## config.mk

```make
export PLATFORM = sky130hd
export DESIGN_NAME = bavlr_queue
export DESIGN_NICKNAME = d
export VERILOG_FILES = /design/src/rtl/bavlr_pkg.sv /design/src/rtl/bavlr_queue.sv
export SDC_FILE = /design/constraint.sdc
export NUM_CORES = 1
export LEC_CHECK = 0
export CAP_MARGIN = 20
export CORE_ASPECT_RATIO = 0.9
export CORE_UTILIZATION = 55
export CTS_CLUSTER_SIZE = 20
export DETAILED_ROUTE_END_ITERATION = 6
export DONT_BUFFER_PORTS = 1
export PLACE_DENSITY = 0.71
export SLEW_MARGIN = 15
export SYNTH_ARGS = -nofsm -noshare
export SYNTH_HDL_FRONTEND = slang
export SYNTH_SLANG_ARGS = --single-unit
export TNS_END_PERCENT = 30
```

## constraint.sdc

```tcl
create_clock -name clk_i -period 5.5 [get_ports clk_i]
set_input_delay 0.825 -clock clk_i [delete_from_list [all_inputs] [get_ports clk_i]]
set_output_delay 0.825 -clock clk_i [all_outputs]
set_load 0.005 [all_outputs]
```

## src/rtl/bavlr_pkg.sv

```systemverilog
package bavlr_pkg;

  localparam int unsigned TopBorderLinesDef   = 48;
  localparam int unsigned LeftBorderPixelsDef = 48;
  localparam int unsigned FullWidthDef        = 352;
  localparam int unsigned FullHeightDef       = 288;

  localparam int unsigned PaperWidth  = 256;
  localparam int unsigned PaperHeight = 192;

  localparam int unsigned VramAw    = 13;
  localparam int unsigned VramDepth = 1 << VramAw;

  localparam int unsigned QueueDepth = 4;
  localparam int unsigned QueueAw    = $clog2(QueueDepth);

  typedef enum logic {
    REQ_WRITE  = 1'b0,
    REQ_RENDER = 1'b1
  } req_kind_e;

  typedef struct packed {
    req_kind_e         kind;
    logic [VramAw-1:0] mem_address;
    logic [7:0]        mem_data;
    logic              line_in_paper;
    logic [7:0]        paper_row;
    logic [5:0]        column_group;
    logic [2:0]        border_index;
    logic              flash_phase;
  } vq_entry_t;

  typedef struct packed {
    logic      valid;
    vq_entry_t entry;
  } vq_port_t;

  typedef struct packed {
    logic              en;
    logic [VramAw-1:0] addr;
    logic [7:0]        data;
  } vram_wr_t;

  typedef struct packed {
    logic              en;
    logic [VramAw-1:0] bmp_addr;
    logic [VramAw-1:0] att_addr;
  } vram_rd_t;

  function automatic logic [31:0] palette(input logic [3:0] idx);
    logic [31:0] c;
    case (idx)
      4'd0:    c = 32'hff000000;
      4'd1:    c = 32'hffbf0000;
      4'd2:    c = 32'hff0000bf;
      4'd3:    c = 32'hffbf00bf;
      4'd4:    c = 32'hff00bf00;
      4'd5:    c = 32'hffbfbf00;
      4'd6:    c = 32'hff00bfbf;
      4'd7:    c = 32'hffbfbfbf;
      4'd8:    c = 32'hff000000;
      4'd9:    c = 32'hffff3f3f;
      4'd10:   c = 32'hff3f3fff;
      4'd11:   c = 32'hffff3fff;
      4'd12:   c = 32'hff3fff3f;
      4'd13:   c = 32'hffffff3f;
      4'd14:   c = 32'hff3fffff;
      default: c = 32'hffffffff;
    endcase
    return c;
  endfunction

endpackage

```

## src/rtl/bavlr_queue.sv

```systemverilog
module bavlr_queue (
  input  logic                clk_i,
  input  logic                rst_ni,
  input  bavlr_pkg::vq_port_t push_i,
  input  logic                pop_i,
  output logic                full_o,
  output bavlr_pkg::vq_port_t head_o
);

  bavlr_pkg::vq_entry_t           slots_q [bavlr_pkg::QueueDepth];
  logic [bavlr_pkg::QueueAw-1:0]  wr_ptr_q, wr_ptr_d;
  logic [bavlr_pkg::QueueAw-1:0]  rd_ptr_q, rd_ptr_d;
  logic [bavlr_pkg::QueueAw:0]    count_q, count_d;
  logic                           do_pop;

  assign full_o       = (count_q == (bavlr_pkg::QueueAw+1)'(bavlr_pkg::QueueDepth));
  assign head_o.valid = (count_q != '0);
  assign head_o.entry = slots_q[rd_ptr_q];
  assign do_pop       = pop_i && head_o.valid;

  always_comb begin
    wr_ptr_d = wr_ptr_q + (bavlr_pkg::QueueAw)'(push_i.valid);
    rd_ptr_d = rd_ptr_q + (bavlr_pkg::QueueAw)'(do_pop);
    count_d  = count_q + (bavlr_pkg::QueueAw+1)'(push_i.valid)
                       - (bavlr_pkg::QueueAw+1)'(do_pop);
  end

  always_ff @(posedge clk_i or negedge rst_ni) begin
    if (!rst_ni) begin
      wr_ptr_q <= '0;
      rd_ptr_q <= '0;
      count_q  <= '0;
    end else begin
      wr_ptr_q <= wr_ptr_d;
      rd_ptr_q <= rd_ptr_d;
      count_q  <= count_d;
    end
  end

  always_ff @(posedge clk_i) begin
    if (push_i.valid) begin
      slots_q[wr_ptr_q] <= push_i.entry;
    end
  end

endmodule

```

Yosys cells after proc, flatten, opt, wreduce, memory -nomap -nowiden
Memories as Yosys holds them, arrays and structs flattened. Index checks and enable logic that the tools add are counted.

Add/subtract/negate cells: 4. Eq/ne operators: 1. Multiplexer cells: 2. Reductions and logical operators: 2.

Operators with widths (count): adder 2 x 1 -> 2 bit (2); adder 3 x 1 -> 3 bit (1); equality test 3 bit (second input constant) (1); nonzero test 3 bit (1); subtractor 3 x 1 -> 3 bit (1); 2-to-1 mux 1 bit (2); logical AND 1 bit (1).

Register bits after elaboration: 7. Memory bits (writable): 164. Memories: 1.

Memory list: slots_q (depth 4, bits a word 41, read ports 1, clocked after Yosys merged registers in 0, write ports 1, RTL line bavlr_queue.sv:10) `bavlr_pkg::vq_entry_t slots_q [bavlr_pkg::QueueDepth];`.

Depth between registers and ports, before layout
Depth in word-level cells: 3. Gate-level depth with buffers: 6.

Worst setup path before layout
No wires, ideal clock.

Kind: input port to flip-flop. Start: input push_i[41] in the netlist's numbering. End: memory slots_q[0][0] in the netlist's numbering (enable). Library setup time: 0.499 ns. Arrival time: 3.831 ns. Path slack: 1.170 ns. Stages: 1. Path buffers: 0. Cells stage by stage: nor3b_1.

Longest elaborated chain between the ends: 2.

RTL lines: start: declaration (RTL line bavlr_queue.sv:4) `input bavlr_pkg::vq_port_t push_i,`; 2-to-1 mux 1 bit (RTL line bavlr_queue.sv:41) `if (push_i.valid) begin`; 2-to-1 mux 1 bit (implied by the code) (RTL line bavlr_queue.sv:42) `slots_q[wr_ptr_q] <= push_i.entry;`; end: declaration (RTL line bavlr_queue.sv:10).

No other way between the ends.

==> impl_metrics.env <==
export IMPL_die_h_um=103.7
export IMPL_syn_area_sq_um=6324
export IMPL_ys_seq_elements=171
export IMPL_finalSetupViolations=0
export IMPL_top_layer="met4"
export IMPL_synth_edf_count=164
export IMPL_cts_resized_gates=0
export IMPL_gr_total_overflow=0
export IMPL_grt_max_degree=43
export IMPL_synthArstFlopShare_pct=4.094
export IMPL_layout_drive_gt1_share_pct=27.61
export IMPL_crit_chain="buf_4, mux4_1"
export IMPL_fin_crit_sh_pct=59.12
export IMPL_viasPerCell=5.907
export IMPL_yosys_warnings=0
export IMPL_drt_met1_wl_um=3653
export IMPL_end_kind="output pin"
export IMPL_grt_pass1_vias=2692
export IMPL_clk_pin_slew_ns=0.06
export IMPL_r2r_setup_slack_ns=3.76
export IMPL_min_path_type="in -> async"
export IMPL_crit_arrival_ns=2.43
export IMPL_fin_skew_ns=0.004086
export IMPL_nets=305
export IMPL_synth_seq_area_share_pct=80.65
export IMPL_syn_inst=243
export IMPL_layout_setup_ws_ns=2.248
export IMPL_dp_hpwl_um=5425
export IMPL_cpPeakStageDelay_ns=0.83
export IMPL_cts_root_buf="clkbuf_16"
export IMPL_rows=36
export IMPL_synthDistinctLibCells=24
export IMPL_yosysMostFrequentCell="edfxtp_1"
export IMPL_syn_to_final_growth_pct=10.82
export IMPL_antenna_cells=0
export IMPL_antenna_found_initial=0
export IMPL_first_pass_iters=4
export IMPL_cp_start_kind="register"
export IMPL_dieArea_sq_um=11930
export IMPL_io_pins=88
export IMPL_post_drt_wl_per_cell_um=22.63
export IMPL_syn_nets=291
export IMPL_vias=2481
export IMPL_r2r_end="count_q[2]$_DFF_PN0_"
export IMPL_crit_path_max_fanout=22
export IMPL_cts_setup_buffers=0
export IMPL_die_w_um=115.0
export IMPL_multi_input_area_sq_um=1122
export IMPL_io_buffers=0
export IMPL_required_ns=4.68
export IMPL_tightest_slew_ns=1.041
export IMPL_clock_latency_ns=0.41
export IMPL_synth_top_cell_area_share_pct=77.88
export IMPL_core_area_sq_um=10990
export IMPL_drt_total_wl_um=9506
export IMPL_power_density_nw_per_um2=528.5
export IMPL_path_class="reg -> out"
export IMPL_register_area_sq_um=5102
export IMPL_finalSetupTns_ns=0
export IMPL_grt_usage_pct=17.78
export IMPL_min_period_ns=3.252
export IMPL_clkSinkCount=171
export IMPL_dp_slack_ns=2.602
export IMPL_max_freq_mhz=307.5
export IMPL_met2_length_um=4826
export IMPL_cts_tree="built"
export IMPL_drv_slew=0
export IMPL_fill_cells=752
export IMPL_p_leak_nw=2.224
export IMPL_syn_avg_cell_area_sq_um=26.02
export IMPL_synth_area_leaders="edfxtp_1, mux4_2, dfrtp_1"
export IMPL_wl_met3_um=936
export IMPL_peakVddDrop_mv=0.2668
export IMPL_slew_headroom_pct=30.58
export IMPL_ant_nets=0
export IMPL_rsz0062_at_grt="no"
export IMPL_r2r_start="count_q[1]$_DFF_PN0_"
export IMPL_synthTopCellsByCount="edfxtp_1, mux4_2, dfrtp_1"
export IMPL_cts_hold_buf=0
export IMPL_synth_ff_type="edfxtp_1"
export IMPL_synth_top_area_cell="edfxtp_1"
export IMPL_max_cap_violations=0
export IMPL_numCtsBuffers=17
export IMPL_reg2reg_depth=6
export IMPL_drc=0
export IMPL_htree_levels=4
export IMPL_initial_core_util_pct=57.54
export IMPL_hold_viol_final=0
export IMPL_drt_initial_drc_count=156
export IMPL_clk_path_buf_depth=2
export IMPL_status="completed"
export IMPL_place_congestion=0.6831
export IMPL_slowest_stage="dfrtp_2"
export IMPL_grt_pass1_wl_um=14830
## logic make-up after synthesis
family / synth area share (%)
adder cells (fa/ha/maj): 0.7123
AO/OA/AOI/OAI: 0.3364
multiplexers: 14.94
buffers and inverters: 1.880
XOR/XNOR: 0.6925
flip-flops: 80.65
AND/OR/NAND/NOR: 0.7915
## through the flow
step | total power (W) | util [%] | cell area (sq um) | hold slack, ns | cells
2_1_floorplan | 0.002532 | - | 6324 | 0.4867 | 243
3_3_place_gp | 0.002647 | 58.65 | 6446 | 0.5146 | 389
3_5_place_dp | 0.002669 | 58.83 | 6466 | 0.5295 | 390
4_1_cts | 0.003767 | 63.74 | 7005 | 0.07762 | 420
5_1_grt | 0.003882 | 63.76 | 7008 | 0.07376 | 420
6_report | 0.003704 | 63.76 | 7008 | 0.1053 | 420
## final cells by class
type | count | share of cell area [%]
Multi-Input combinational cell | 61 | 16.02
Sequential cell | 171 | 72.81
Clock buffer | 20 | 6.231
Clock inverter | 10 | 1.464
Tap cell | 152 | 2.714
Timing Repair Buffer | 5 | 0.7142
Inverter | 1 | 0.05356
## registers in the layout, indices dropped and copies added (netlist names)
name,cells
count_q,3
wr_ptr_q,2
slots_q,164
rd_ptr_q,2
## routing by layer
metal	vias up	track usage, %
met5	-	0
met4	0	6.957
met3	9	9.479
met2	89	27.07
met1	1312	21.30
li1	1071	-
## report_power, final
| group | switching, W | internal [W] |
|---|---|---|
| Combinational | 0.000343 | 0.000380 |
| Clock | 0.000431 | 0.000656 |
| Sequential | 0.000180 | 0.00171 |
## worst max-delay path: cells and delay by family, from the launching register on
kind,cells,cell delay [ns]
mux,1,0.66
buf+inv,1,0.51
flops,1,0.83
## layout by cell type, fill, tap and decap left out, types with 2 or more instances in the layout
master,netlist,routed
mux4_2,38,38
clkinv_2,0,3
bufinv_16,0,2
dfrtp_2,0,2
edfxtp_1,164,164
ha_1,2,2
clkbuf_16,0,17
xnor2_1,4,4
dfrtp_1,7,5
clkinv_1,0,3
buf_4,0,4
clkbuf_1,1,3
mux4_1,3,3
## worst max path at each step
stage                              endpoint  slack, ns                   from  depth (start not counted)
global route                     head_o[39]       2.03  rd_ptr_q[0]$_DFF_PN0_                          2
detailed placement               head_o[39]       2.60  rd_ptr_q[0]$_DFF_PN0_                          2
finish                           head_o[39]       2.25  rd_ptr_q[0]$_DFF_PN0_                          2
global placement                 head_o[39]       2.59  rd_ptr_q[0]$_DFF_PN0_                          2
CTS                              head_o[39]       2.13  rd_ptr_q[0]$_DFF_PN0_                          2
floorplan           slots_q[0][0]$_DFFE_PP_       1.17             push_i[41]                          1
Note: power is estimated with default switching activity, not from simulation.
