File: src/rtl/bavlr_pkg.sv
package bavlr_pkg;

  localparam int unsigned TopBorderLinesDef   = 48;
  localparam int unsigned LeftBorderPixelsDef = 48;
  localparam int unsigned FullWidthDef        = 352;
  localparam int unsigned FullHeightDef       = 288;

  localparam int unsigned PaperWidth  = 256;
  localparam int unsigned PaperHeight = 192;

  localparam int unsigned VramAw    = 13;
  localparam int unsigned VramDepth = 1 << VramAw;

  localparam int unsigned QueueDepth = 4;
  localparam int unsigned QueueAw    = $clog2(QueueDepth);

  typedef enum logic {
    REQ_WRITE  = 1'b0,
    REQ_RENDER = 1'b1
  } req_kind_e;

  typedef struct packed {
    req_kind_e         kind;
    logic [VramAw-1:0] mem_address;
    logic [7:0]        mem_data;
    logic              line_in_paper;
    logic [7:0]        paper_row;
    logic [5:0]        column_group;
    logic [2:0]        border_index;
    logic              flash_phase;
  } vq_entry_t;

  typedef struct packed {
    logic      valid;
    vq_entry_t entry;
  } vq_port_t;

  typedef struct packed {
    logic              en;
    logic [VramAw-1:0] addr;
    logic [7:0]        data;
  } vram_wr_t;

  typedef struct packed {
    logic              en;
    logic [VramAw-1:0] bmp_addr;
    logic [VramAw-1:0] att_addr;
  } vram_rd_t;

  function automatic logic [31:0] palette(input logic [3:0] idx);
    logic [31:0] c;
    case (idx)
      4'd0:    c = 32'hff000000;
      4'd1:    c = 32'hffbf0000;
      4'd2:    c = 32'hff0000bf;
      4'd3:    c = 32'hffbf00bf;
      4'd4:    c = 32'hff00bf00;
      4'd5:    c = 32'hffbfbf00;
      4'd6:    c = 32'hff00bfbf;
      4'd7:    c = 32'hffbfbfbf;
      4'd8:    c = 32'hff000000;
      4'd9:    c = 32'hffff3f3f;
      4'd10:   c = 32'hff3f3fff;
      4'd11:   c = 32'hffff3fff;
      4'd12:   c = 32'hff3fff3f;
      4'd13:   c = 32'hffffff3f;
      4'd14:   c = 32'hff3fffff;
      default: c = 32'hffffffff;
    endcase
    return c;
  endfunction

endpackage

File: src/rtl/bavlr_front.sv
module bavlr_front #(
  parameter int unsigned TOP_BORDER_LINES = bavlr_pkg::TopBorderLinesDef,
  parameter int unsigned FULL_HEIGHT      = bavlr_pkg::FullHeightDef
) (
  input  logic                      in_valid_i,
  input  logic                      queue_full_i,
  input  logic                      req_type_i,
  input  logic [bavlr_pkg::VramAw-1:0] mem_address_i,
  input  logic [7:0]                mem_data_i,
  input  logic [8:0]                line_number_i,
  input  logic [5:0]                column_group_i,
  input  logic [2:0]                border_index_i,
  input  logic                      flash_phase_i,
  output logic                      in_stall_o,
  output bavlr_pkg::vq_port_t       push_o
);

  localparam logic [9:0] TopLo = 10'(TOP_BORDER_LINES);
  localparam logic [9:0] TopHi = 10'(TOP_BORDER_LINES + bavlr_pkg::PaperHeight);
  localparam logic [9:0] FullH = 10'(FULL_HEIGHT);

  logic [9:0] line_ext;
  logic [9:0] row_full;

  assign line_ext   = {1'b0, line_number_i};
  assign row_full   = line_ext - TopLo;
  assign in_stall_o = queue_full_i;

  // Classify the line once here; the back end only works per pixel.
  always_comb begin
    push_o.valid              = in_valid_i && !queue_full_i;
    push_o.entry.kind         = bavlr_pkg::req_kind_e'(req_type_i);
    push_o.entry.mem_address  = mem_address_i;
    push_o.entry.mem_data     = mem_data_i;
    push_o.entry.line_in_paper = (line_ext < FullH) && (line_ext >= TopLo)
                                 && (line_ext < TopHi);
    push_o.entry.paper_row    = row_full[7:0];
    push_o.entry.column_group = column_group_i;
    push_o.entry.border_index = border_index_i;
    push_o.entry.flash_phase  = flash_phase_i;
  end

endmodule

File: config.mk
export PLATFORM = sky130hd
export DESIGN_NAME = bavlr_front
export DESIGN_NICKNAME = d
export VERILOG_FILES = /design/src/rtl/bavlr_pkg.sv /design/src/rtl/bavlr_front.sv
export SDC_FILE = /design/constraint.sdc
export NUM_CORES = 1
export LEC_CHECK = 0
export ABC_AREA = 1
export BUFFER_PORTS_ARGS = -buffer_cell sky130_fd_sc_hd__buf_2
export CORE_UTILIZATION = 24
export DETAILED_ROUTE_END_ITERATION = 16
export GPL_ROUTABILITY_DRIVEN = 0
export PLACE_DENSITY_LB_ADDON = 0.25
export SLEW_MARGIN = 0
export SYNTH_ARGS = -nofsm -noshare
export SYNTH_HDL_FRONTEND = slang
export SYNTH_SLANG_ARGS = --single-unit
File: constraint.sdc
create_clock -name vclk -period 0.8
set_input_delay 0.04 -clock vclk [all_inputs]
set_output_delay 0.04 -clock vclk [all_outputs]
set_load 0.01 [all_outputs]
# After elaboration in Yosys (flattened, before gate mapping)
# Cells that the tools add are included.
[word_totals]
inputBits = 43
word_cells = 8
ff_bits = 0
ramBits = 0
mem_bits_ro = 0
out_inout_bits = 43
latchBits = 0
mem_count = 0
[op_classes]
multipliers = 0
eq_ne = 0
add_sub_neg = 1
bitwise = 0
shifts = 0
muxes = 0
n_reduce_logical = 4
div_mod_pow = 0
n_lt_le_gt_ge = 3
[op_table]
columns = ["operator", "count"]
rows = [
  ["9-bit by 6-bit greater-or-equal comparator with 1-bit output, second input constant", 1],
  ["9-bit by 8-bit < comparator with 1-bit output, second input constant", 1],
  ["9-bit < comparator, second input constant", 1],
  ["8-bit by 6-bit subtractor with 8-bit output, second input constant", 1],
  ["1-bit logical AND", 3],
  ["1-bit zero test", 1],
]

# Depth between registers and ports, before layout
# Gate-level depths: netlist (run 1).
[depth]
ltp_word = 3
mapped_depth = 5

# Worst setup path after synthesis (run 1)
# Ideal clock, no wire load.
[synth_path]
kind = "input to output"
start = "in line_number_i[4]"
end = "out push_o[18] (netlist name)"
t_arrival_ps = 583
path_buffers = 0
slack_ps = 177
cell_stages = 5
cell_sequence = "ha_1 inv_1 nor2_2 nand3_1 a21oi_1"
[synth_lines]
columns = ["item", "line", "rtl"]
rows = [
  ["start, declared", "bavlr_front.sv:10", "input logic [8:0] line_number_i,"],
  ["end, declared", "bavlr_front.sv:15", "output bavlr_pkg::vq_port_t push_o"],
]

==> results of run 1 <==
==> final timing paths <==
path	startpoint	end	slack, ns	depth (start not counted)
max	line_number_i[5]	push_o[16]	0.05	5
min	flash_phase_i	push_o[0]	0.08	0
==> per-stage QoR <==
stage / setup WS [ns] / hold WS, ns
after floorplan: 0.177 / 0.124
after global placement: -0.0128 / 0.0801
after detailed placement: -0.0566 / 0.0801
after CTS: 0.0183 / 0.0801
after global routing: 0.0101 / 0.0800
final: 0.0517 / 0.0800
==> per-layer routing <==
layer | share of wire [%] | global-route usage, % | vias to the layer above
met1 | 35 | 6.23 | 94
met2 | 40 | 8.44 | 28
met4 | 3.0 | 5.00 | 0
met3 | 21 | 2.59 | 6
li1 | - | - | 113
met5 | 0 | 0 | -
==> power breakdown <==
group | switching, W | leakage [nW] | internal, W
Clock | 0 | 0 | 0
Combinational | 0.0000724 | 0.159 | 0.0000717
Sequential | 0 | 0 | 0
==> kinds of logic after synthesis <==
| logic type | count (synthesis) | share of synthesized area [%] |
|---|---|---|
| AOI/OAI and AO/OA | 3 | 4.22 |
| adders and majority gates | 1 | 3.25 |
| buffers and inverters | 43 | 77.9 |
| xor gates and xnor gates | 1 | 2.27 |
| and+or+nand+nor | 11 | 12.3 |
==> final cells by class <==
class	count	share of cell area (%)
well taps	16	7.51
repair buffers	23	47.4
multi-input cells	16	36.6
inverters	6	8.45
==> repair_timing <==
| action | CTS | global route |
|---|---|---|
| resized for setup | 4 | 2 |
| buffers inserted | 1 | 0 |
| pin swaps | 2 | 2 |
| endpoints found under the setup margin | 1 | 1 |
==> worst max-delay path, delay by kind of cell <==
family | cells | cell delay, ns
XOR/XNOR | 1 | 0.12
adder cells (fa/ha/maj) | 1 | 0.15
buffers and inverters | 3 | 0.39
==> cells in the final DEF, fill, tap and decap left out, types with 2 or more instances in the layout <==
cell     netlist  routed
nor2_1         5       5
buf_4         37       2
inv_2          1       2
inv_1          5       4
nand2_1        3       3
buf_2          0      20
==> run summary, run 1 <==
run status: complete, no violations
IO Count: 86
DR vias: 241
leading area contributor after synthesis: buf_4
Critical Path RT: 0.76 ns
Critical Path Slowest Stage Cell: ha_4
Final Max Slew Viols: 0
ranking of synthesized cells by area: buf_4, inv_1, nor2_1, ha_1, nand2_1
vias per cell: 3.95
DRT iter0 DRCs: 2
final std cells w/o fill: 61
Max Cap Violations: 0
critical path data arrival time: 0.71 ns
layout cell share with drive strength beyond 1: 62.2%
vias in the first global route: 207
largest net degree at the start of global routing: 5
Post-synth top cells: buf_4, inv_1, nor2_1, nand2_1
Yosys cell types: 13
filler instances: 179
Worst Setup End Kind: output port
final hold vios: 0
RSZ-0062 raised after global routing: no
first-pass GRT wire length: 828 um
number of detailed-routing iterations run before antenna repair: 4
all-layer global routing usage: 5.77%
FFs & Latches: 0
CP Max Fanout: 2
Final Cell Area: 267 um2
HPWL after detailed placement: 480 um
initial antenna violation count: 0
Worst Hold Class: input pin to output port
Post-CTS Hold Buffers: 0
final setup TNS: 0 ns
fin crit share: 93.5%
core area: 0.00151 mm2
nets: 91
Rows: 14
storage element area: 0 um2
routed len/inst: 9.23 um
synthesized area per cell: 6.53 um2
Slew @ Worst Pin: 0.136 ns
area delta synth->final: -30.8%
critical-path cell list: buf_4 > ha_4 > buf_4 > xnor2_1 > buf_2
global route overflow: 0
Largest stage delay, worst path: 0.15 ns
post-place instance area: 238 um2
Syn Inst Count: 59
drt drc: 0
Power Dens Cells: 541 mW/mm2
Antenna Cells: 0
CP Class: input pin to output port
sequential fraction of the synthesis area: 0%
die height: 42.1 um
Max-slew headroom: 90.8%
DP Cell Count: 60
Peak VDD IR: 152 uV
Syn Nets: 103
Initial Utilization: 25.6%
FMAX: 1340 MHz
final core occ: 17.7%
Static Leak: 0.159 nW
Syn. warnings: 0
post-route ant nets: 0
die area: 0.00177 mm2
CP Launch Type: input pin
Port Buffers: 22
post-synth top area share: 72.1%
area of the multi-input gates: 97.6 um2
min cycle time layout: 0.748 ns
clock buffers: 0
most numerous cell in the Yosys netlist: buf_4
# setup viols final: 0
most frequent CP cell: buf_4
DIE WIDTH: 42.1 um
Netlist Area Pre-Place: 385 um2
routed wire length: 563 um
Final Total Pwr: 0.000144 W
(Power assumes the default switching activity.)
==> run 2: changes to the inputs <==
- CORE_ASPECT_RATIO: unset -> 0.9
- RECOVER_POWER: unset -> 50
==> run summary, run 2 (same netlist as run 1, synthesis figures left out) <==
Hold Crit Depth: 0
die area: 0.00177 mm2
vias per cell: 3.55
failing checks: DRC
min cycle time layout: 0.741 ns
initial antenna violation count: 0
critical-path cell list: buf_8 > ha_4 > inv_2 > nor2_2 > nand3_1 > a21oi_1 > buf_2
routed len/inst: 8.36 um
FMAX: 1350 MHz
critical path depth: 7
global route overflow: 0
Worst Setup End Kind: output port
most frequent cells in the layout: buf_2, nor2_1, inv_1
nets: 91
Worst Hold Class: input pin to output port
Critical Path Slowest Stage Cell: buf_2
number of detailed-routing iterations run before antenna repair: 11
routed wire length: 560 um
post-place instance area: 253 um2
Initial Utilization: 26.0%
DRT iter0 DRCs: 5
Max-slew headroom: 90.4%
first-pass GRT wire length: 710 um
DIE WIDTH: 44.2 um
layout cell share with drive strength beyond 1: 62.2%
area delta synth->final: -26.9%
CP Class: input pin to output port
pre-CTS setup slack: -0.00460 ns
CP Launch Type: input pin
DR vias: 238
die height: 40.0 um
most common cell after layout, fill and taps aside: buf_2
Static Leak: 0.161 nW
CP top delay family: buffers and inverters
Power Dens Cells: 522 mW/mm2
run status: finished with violations
fin crit share: 92.7%
final hold vios: 0
WP buf/inv: 3
IO Count: 86
core area: 0.00148 mm2
storage element area: 0 um2
drt drc: 3
Slew @ Worst Pin: 0.142 ns
FFs & Latches: 0
all-layer global routing usage: 5.31%
RSZ-0062 raised after global routing: yes
critical path data arrival time: 0.70 ns
# setup viols final: 0
CP Max Fanout: 3
Final Cell Area: 282 um2
Critical Path RT: 0.76 ns
Rows: 13
Post-CTS Hold Buffers: 0
largest net degree at the start of global routing: 5
Peak VDD IR: 108 uV
Max Cap Violations: 0
Final Max Slew Viols: 0
Port Buffers: 22
final setup margin: 0.0587 ns
vias in the first global route: 179
Largest stage delay, worst path: 0.14 ns
Antenna Cells: 0
clock buffers: 0
post-route ant nets: 0
[run 2: cell count changes in the layout (fill, tap and decap cells not counted)]
| cell | before | now |
|---|---|---|
| buf_4 | 2 | 1 |
| buf_8 | 0 | 1 |
[run 2: power by group]
part	total [W]	switching [W]	internal, W	leakage, nW
sequential	0	0	0	0
clock	0	0	0	0
combinational	0.000147	0.0000717	0.0000753	0.161
[run 2: cell type report]
type	count	area, um2
inverter	6	22.5
multi-input combinational	16	97.6
tap	22	27.5
fill	171	1200
timing repair buffer	23	134
[run 2: per-layer routing]
metal / global-route usage [%] / wire length (um) / vias to the layer above
met5: 0 / 0 / -
met4: 3.79 / 13 / 0
met3: 3.15 / 117 / 6
met2: 9.56 / 265 / 23
met1: 4.47 / 163 / 96
li1: - / - / 113
[run 2: worst paths after layout]
kind	from	to	slack [ns]
hold / removal	mem_data_i[2]	push_o[21]	0.08
setup / recovery	line_number_i[4]	push_o[18]	0.06
[run 2: metrics by stage]
stage	TNS [ns]	utilization, %	hold slack [ns]	instances	total power [W]
2_1_floorplan	0	-	0.124	59	0.000242
3_3_place_gp	0	17.1	0.0801	67	0.000134
3_5_place_dp	-0.00460	17.1	0.0801	67	0.000135
4_1_cts	0	17.9	0.0801	67	0.000140
5_1_grt	-0.0128	19.0	0.0800	67	0.000164
6_report	0	19.0	0.0800	67	0.000147
[run 2: timing repair]
action	CTS	global route
endpoints found under the setup margin	1	1
resized for setup	2	6
pin swaps	2	3
setup buffers	0	0
==> run 3: changes to the inputs <==
- ABC_AREA: 1 -> unset
==> run summary, run 3 <==
Final Total Pwr: 0.000141 W
Antenna Cells: 0
HPWL after detailed placement: 439 um
final core occ: 18.7%
all-layer global routing usage: 5.37%
global route overflow: 0
min cycle time layout: 0.815 ns
die height: 39.0 um
routed wire length: 526 um
Rows: 12
post-place instance area: 221 um2
Final Cell Area: 246 um2
met1 Use GR: 5.68%
failing checks: setup timing
sequential fraction of the synthesis area: 0%
vias per cell: 4.33
drt drc: 0
DP Cell Count: 48
IO Count: 86
final setup margin: -0.0150 ns
Slew @ Worst Pin: 0.223 ns
nets: 80
post-synth top area share: 76.3%
# setup viols final: 1
first-pass GRT wire length: 710 um
Power Dens Cells: 574 mW/mm2
Syn Nets: 92
Max Cap Violations: 0
Post-CTS Hold Buffers: 0
post-route ant nets: 0
filler instances: 151
final std cells w/o fill: 48
most frequent cells in the layout: buf_2, inv_1, xnor2_1
largest net degree at the start of global routing: 5
number of detailed-routing iterations run before antenna repair: 1
ranking of synthesized cells by area: buf_4, xnor2_1, ha_1, nor4_2, a41o_2
RSZ-0062 raised after global routing: yes
leading area contributor after synthesis: buf_4
area of the multi-input gates: 87.6 um2
post-CTS setup buffers: 0
area delta synth->final: -32.3%
FMAX: 1230 MHz
Final Max Slew Viols: 0
CP Max Fanout: 2
DIE WIDTH: 43.1 um
Peak VDD IR: 198 uV
met2 Use GR: 8.33%
FFs & Latches: 0
CP Launch Type: input pin
Syn Inst Count: 48
vias in the first global route: 161
Worst Hold Class: input pin to output port
layout cell share with drive strength beyond 1: 73.5%
fin crit share: 102%
most common cell after layout, fill and taps aside: buf_2
layer with the highest usage: met2
Netlist Area Pre-Place: 364 um2
Static Leak: 0.134 nW
final hold vios: 0
Syn. warnings: 0
Post-synth top cells: buf_4, inv_1, xnor2_1
Initial Utilization: 27.6%
final setup TNS: -0.0150 ns
met3 GRT Util: 2.34%
core area: 0.00132 mm2
Max-slew headroom: 85.1%
Port Buffers: 22
synthesized area per cell: 7.59 um2
critical path data arrival time: 0.77 ns
initial antenna violation count: 0
DR vias: 208
CP Class: input pin to output port
storage element area: 0 um2
clock buffers: 0
Worst Setup End Kind: output port
most numerous cell in the Yosys netlist: buf_4
die area: 0.00168 mm2
Yosys cell types: 10
DRT iter0 DRCs: 0
routed len/inst: 11.0 um
run status: finished with violations
Critical Path RT: 0.76 ns
-- run 3: timing repair --
| item | CTS | global route |
|---|---|---|
| endpoints found under the hold margin | 0 | 0 |
| gates resized for setup | 3 | 1 |
| setup endpoints to repair | 1 | 1 |
| pin swaps | 3 | 1 |
-- run 3: metrics by stage --
step	hold WS [ns]	setup slack [ns]
after floorplan	0.124	0.122
after global placement	0.0801	-0.0769
after detailed placement	0.0801	-0.109
after CTS	0.0801	-0.0503
after global routing	0.0800	-0.128
final	0.0800	-0.0150
-- run 3: path summary, 6_finish.rpt --
check,start,end,depth (start not counted)
setup / recovery,line_number_i[8],push_o[18],5
hold / removal,mem_address_i[0],push_o[27],0
-- run 3: power breakdown --
part           internal (W)  leakage (nW)  switching (W)
combinational     0.0000748         0.134      0.0000667
clock                     0             0              0
sequential                0             0              0
total             0.0000748         0.134      0.0000667
-- run 3: logic make-up after synthesis --
family	count (synthesis)	synth area share (%)
XOR/XNOR	2	4.81
AND/OR/NAND/NOR	3	7.22
adder cells (fa/ha/maj)	1	3.44
buffers and inverters	39	78.4
AO/OA/AOI/OAI	3	6.19
-- run 3: critical path, stage by stage --
cell     delay [ns]
buf_2          0.13
buf_4          0.13
a41o_2         0.21
a31oi_1        0.12
buf_2          0.15
-- run 3: layer usage --
layer  part of all wire [%]  wire length (um)
met5                      0                 0
met4                    3.2                17
met3                     19               101
met2                     39               207
met1                     38               198
-- run 3: layout make-up --
class	count	share of cell area, %
multi-input combinational	9	35.5
inverter	2	3.05
timing repair buffer	23	54.3
tap	14	7.11
